<file path="src/rtl/tvcc_pkg.sv">
// Shared types, constants and state codes for the trajectory velocity cost block.
`default_nettype none
package tvcc_pkg;
   localparam int SumWidth  = 48;
   localparam int CostWidth = 32;
   localparam int CsrAddrWidth = 5;
   localparam logic [SumWidth-1:0] SumMax = {SumWidth{1'b1}};

   localparam logic [2:0] RegEnable   = 3'd0;
   localparam logic [2:0] RegMode     = 3'd1;
   localparam logic [2:0] RegUpper    = 3'd2;
   localparam logic [2:0] RegLower    = 3'd3;
   localparam logic [2:0] RegGain     = 3'd4;
   localparam logic [2:0] RegExponent = 3'd5;
   localparam logic [2:0] RegRadius   = 3'd6;
   localparam logic [2:0] RegStep     = 3'd7;

   localparam logic [1:0] ModeOmni = 2'd1;
   localparam logic [1:0] ModeAck  = 2'd2;

   typedef struct packed {
      logic signed [15:0] lin_x;
      logic signed [15:0] lin_y;
      logic signed [15:0] yaw_rate;
      logic               row_end;
   } req_type;

   typedef struct packed {
      logic [31:0] traj_cost;
      logic        saturated;
   } rsp_type;

   typedef struct packed {
      logic        enable;
      logic [1:0]  motion_mode;
      logic signed [15:0] speed_upper;
      logic signed [15:0] speed_lower;
      logic [15:0] cost_gain;
      logic [3:0]  cost_exponent;
      logic [14:0] turn_radius_min;
      logic [15:0] time_step;
   } cfg_type;

   typedef enum logic [3:0] {
      ST_IDLE, ST_ROOT, ST_DIV, ST_VIOL, ST_ACC, ST_GAIN_LO, ST_GAIN_HI,
      ST_POW_LO, ST_POW_HI, ST_OUT
   } state_type;

   // controller -> datapath
   typedef struct packed {
      logic load;       // capture sample
      logic root_step;  // one sqrt iteration
      logic div_step;   // one divider iteration
      logic viol;       // compute violation
      logic acc;        // accumulate
      logic gain_lo;    // low half of sum*gain
      logic gain_hi;    // high half, base
      logic pow_lo;     // low half of r*base
      logic pow_hi;     // finish r*base
      logic clear_sum;  // clear accumulator
      logic out_load;   // load output register
   } cmd_type;

   // datapath -> controller
   typedef struct packed {
      logic iter_done;
      logic pow_done;
   } sts_type;
endpackage
`default_nettype wire

</file>
<file path="src/rtl/tvcc_ctrl.sv">
// Sequencer for one sample: iterate sqrt/divide where the mode needs it, accumulate, and finish the cost on a row end.
`default_nettype none
module tvcc_ctrl (
   input  wire logic clock,
   input  wire logic reset,
   input  wire logic req_valid,
   output logic      req_ready,
   input  wire logic req_row_end,
   input  wire logic cfg_enable,
   input  wire logic [1:0] cfg_mode,
   input  wire logic rsp_busy,
   input  wire tvcc_pkg::sts_type sts,
   output tvcc_pkg::cmd_type cmd
);
   import tvcc_pkg::*;
   state_type state_ff, state_in;
   logic last_ff, last_in;

   always_ff @(posedge clock) begin
      if (reset) begin
         state_ff <= ST_IDLE;
         last_ff  <= 1'b0;
      end else begin
         state_ff <= state_in;
         last_ff  <= last_in;
      end
   end

   always_comb begin
      state_in  = state_ff;
      last_in   = last_ff;
      cmd       = '0;
      req_ready = 1'b0;
      case (state_ff)
         ST_IDLE: begin
            req_ready = 1'b1;
            if (req_valid) begin
               cmd.load = 1'b1;
               last_in  = req_row_end;
               if (!cfg_enable) begin
                  cmd.clear_sum = req_row_end;
               end else if (cfg_mode == ModeOmni) begin
                  state_in = ST_ROOT;
               end else if (cfg_mode == ModeAck) begin
                  state_in = ST_DIV;
               end else begin
                  state_in = ST_VIOL;
               end
            end
         end
         ST_ROOT: begin
            cmd.root_step = 1'b1;
            if (sts.iter_done) state_in = ST_VIOL;
         end
         ST_DIV: begin
            cmd.div_step = 1'b1;
            if (sts.iter_done) state_in = ST_VIOL;
         end
         ST_VIOL: begin
            cmd.viol = 1'b1;
            state_in = ST_ACC;
         end
         ST_ACC: begin
            cmd.acc  = 1'b1;
            state_in = last_ff ? ST_GAIN_LO : ST_IDLE;
         end
         ST_GAIN_LO: begin
            cmd.gain_lo = 1'b1;
            state_in = ST_GAIN_HI;
         end
         ST_GAIN_HI: begin
            cmd.gain_hi = 1'b1;
            state_in = sts.pow_done ? ST_OUT : ST_POW_LO;
         end
         ST_POW_LO: begin
            cmd.pow_lo = 1'b1;
            state_in = ST_POW_HI;
         end
         ST_POW_HI: begin
            cmd.pow_hi = 1'b1;
            state_in = sts.pow_done ? ST_OUT : ST_POW_LO;
         end
         ST_OUT: begin
            if (!rsp_busy) begin
               cmd.out_load  = 1'b1;
               cmd.clear_sum = 1'b1;
               state_in = ST_IDLE;
            end
         end
         default: state_in = ST_IDLE;
      endcase
   end
endmodule
`default_nettype wire

</file>
<file path="config.mk">
export PLATFORM = sky130hd
export DESIGN_NAME = tvcc_ctrl
export DESIGN_NICKNAME = d
export VERILOG_FILES = /design/src/rtl/tvcc_pkg.sv /design/src/rtl/tvcc_ctrl.sv
export SDC_FILE = /design/constraint.sdc
export NUM_CORES = 1
export LEC_CHECK = 0
export ABC_AREA = 1
export BUFFER_PORTS_ARGS = -buffer_cell sky130_fd_sc_hd__buf_2
export CORE_AREA = 10 10 47 49
export CTS_CLUSTER_DIAMETER = 50
export DETAILED_ROUTE_END_ITERATION = 7
export DIE_AREA = 0 0 57 59
export HOLD_SLACK_MARGIN = 0.05
export PLACE_DENSITY = 0.57
export RECOVER_POWER = 25
export SYNTH_ARGS = -nofsm -noshare
export SYNTH_HDL_FRONTEND = slang
export SYNTH_SLANG_ARGS = --single-unit
</file>
<file path="constraint.sdc">
create_clock -name clock -period 3.5 [get_ports clock]
set_clock_uncertainty 0.2 [all_clocks]
set_input_delay 0.525 -clock clock [delete_from_list [all_inputs] [get_ports clock]]
set_output_delay 0.525 -clock clock [all_outputs]
set_load 0.1 [all_outputs]
</file>
==> results.json <==
{
  "die_h_um": 59,
  "crit_fanout": 6,
  "synth_fp_nets": 91,
  "yosysWarnings": 0,
  "nFillCells": 167,
  "finalHoldViolations": 0,
  "critPathBufInv": 1,
  "hold_depth": 2,
  "p_per_area_nw_per_um2": 1045,
  "numPortBuffers": 21,
  "ant_nets": 0,
  "vias_per_cell": 4.156,
  "synth_top_area_share_pct": 23.12,
  "multiInputGateArea_um2": 251.5,
  "crit_path_max_incr_delay_ns": 0.41,
  "synthToLayoutAreaGrowth_pct": 34.39,
  "cts_setup_buffers": 0,
  "min_to": "state_ff[0]",
  "postCtsHoldBufs": 0,
  "ff2ff_setup_slack_ns": 1.97,
  "routedWlPerCell_um": 9.885,
  "crit_chain": "nor2_1 > nand2_1 > a21oi_1 > a31o_2 > buf_2",
  "drtPass1Iterations": 3,
  "rr_startpoint": "state_ff[3]",
  "yosys.area.top_type": "dfxtp_1",
  "preCtsSetupSlack_ns": 1.316,
  "worst_slack_ns": 0.9593,
  "fin_nets": 117,
  "setup_tns_ns": 0,
  "ir_drop_uv": 577.4,
  "regArea_um2": 100.1,
  "clockRootBuffer": "clkbuf_4",
  "cts_max_level": 1,
  "hp-start": "reset",
  "synthesis.area_um2": 432.9,
  "rsz0062_at_grt": "false",
  "drive_above_1_share_pct": 31.13,
  "grt_max_degree": 7,
  "synthTopCellsByArea": "dfxtp_1 (23%), inv_1 (18%), nand2_1 (17%), nor2_1 (11%), a21oi_1 (6.9%)",
  "max_freq_mhz": 393.6,
  "place_hpwl_um": 1101,
  "clk_pin_slew_ns": 0.04,
  "required_ns": 2.77,
  "cts_buffers": 3,
  "r2r-end": "state_ff[1]",
  "ioPinCount": 22,
  "yosysUniqueCellTypes": 12,
  "overflow": 0,
  "antenna-diode-count": 0,
  "maxSlewHeadroom_pct": 67.44,
  "die-width_um": 57,
  "grt_use_total_pct": 7.100,
  "seq_area_frac_synth_pct": 23.12,
  "synth-seq-cells": 5,
  "drv_cap": 0,
  "worst-r2r-cell-count": 7,
  "setup_viol": 0,
  "crit_type": "reg -> out",
  "final_cell_mix": "inv_1 (21), buf_2 (21), nand2_1 (20), nor2_1 (14), a21oi_1 (6)",
  "clock_sinks": 5,
  "cpMaxStageDelayCell": "buf_2",
  "startpoint_type": "flip-flop",
  "period_share_pct": 72.59,
  "core_area_um2": 1401,
  "cp-end-kind": "output port",
  "rows": 14,
  "drt_iter0_markers": 3,
  "clk_latency_ns": 0.24,
  "start_util_pct": 30.89,
  "tritoncts": "done",
  "place_congestion": 0.7661,
  "finalCriticalPeriod_ns": 2.541,
  "outcome": "complete, no violations",
  "drcViolationCount": 0,
  "wirelength_um": 1206,
  "cts_resized": 0,
  "p_leak_nw": 0.4085,
  "antenna_found_initial": 0,
  "die_area_um2": 3363,
  "critical_path_arrival_ns": 1.82,
  "vias": 507,
  "synth.avg_cell_area_um2": 5.345,
  "crit_family": "simple AND/OR/NAND/NOR gates",
  "hold_class": "in -> reg",
  "finalMaxSlewViolations": 0,
  "grt_first_pass_wirelength_um": 1925,
  "grt_pass1_vias": 489,
  "worst_pin_slew_ns": 0.4918,
  "syn_inst": 81,
  "clockBufferDepth": 2
}
-- synth_stat cells --
cell,count
inv_1,21
nand2_1,20
nor2_1,13
a21oi_1,6
dfxtp_1,5
nand3_1,5
nor2_2,4
nand2_2,3
a31o_2,1
and3_2,1
nand3_2,1
o21ai_0,1
-- flip-flops by register name, indices dropped and copies added (netlist names) --
register	count
state_ff	4
last_ff	1
-- metrics by stage --
stage | utilization (%) | instance area [µm²] | hold WS [ns] | instances | power, mW
after floorplan | - | 432.9 | 0.2435 | 81 | 0.4754
after global placement | 39.82 | 558.0 | 0.3052 | 118 | 0.5482
after detailed placement | 39.82 | 558.0 | 0.2888 | 118 | 0.5485
after CTS | 41.70 | 584.3 | 0.2854 | 122 | 0.6160
after global routing | 41.52 | 581.8 | 0.2857 | 122 | 0.6522
final | 41.52 | 581.8 | 0.2881 | 122 | 0.6079
-- worst reg2reg max path: stages (launching register included) --
cell and delay [ns]:
dfxtp_1 0.31, nor2_1 0.30, nand2_1 0.21, nor2_1 0.13, nor2_1 0.06, nand3_1 0.07
nand2_1 0.05, a21oi_1 0.12
-- power by group --
group / internal [mW] / total [mW] / switching (mW)
clock network: 0.0430 / 0.0654 / 0.0224
registers: 0.0721 / 0.0923 / 0.0202
logic: 0.0868 / 0.450 / 0.363
total: 0.202 / 0.608 / 0.406
-- cell families (layout without fill, tap and decap cells) --
group                  count (synthesis)  count (layout)  synth area share (%)
AO/OA/AOI/OAI                          8               8                 10.12
buffers and inverters                 21              46                 18.21
flip-flops                             5               5                 23.12
AND/OR/NAND/NOR                       47              47                 48.55
-- metal layers --
metal	vias to the layer above	share of wire, %	track usage (%)
met2	15	45	11.94
met3	0	7.5	3.863
met5	-	0	0
met4	0	0	2.013
li1	289	-	-
met1	203	48	7.518
-- how the worst max path moves through the flow --
| stage | from | end | slack [ns] | cells after the start |
|---|---|---|---|---|
| detailed placement | state_ff[3] | cmd[1] | 1.32 | 5 |
| CTS | state_ff[3] | cmd[1] | 1.05 | 5 |
| global route | state_ff[3] | cmd[1] | 0.80 | 5 |
| floorplan | state_ff[0] | cmd[1] | 0.18 | 5 |
| global placement | state_ff[3] | cmd[1] | 1.33 | 5 |
| finish | state_ff[3] | cmd[1] | 0.96 | 5 |
-- layout make-up --
cell class / instances / share of cell area [%]
flip-flops and latches: 5 / 17.20
multi-input cells: 55 / 43.23
inverters: 21 / 13.55
repair buffers: 21 / 18.06
well taps: 16 / 3.441
clock buffers: 4 / 4.516
Note: power is estimated with default switching activity, not from simulation.
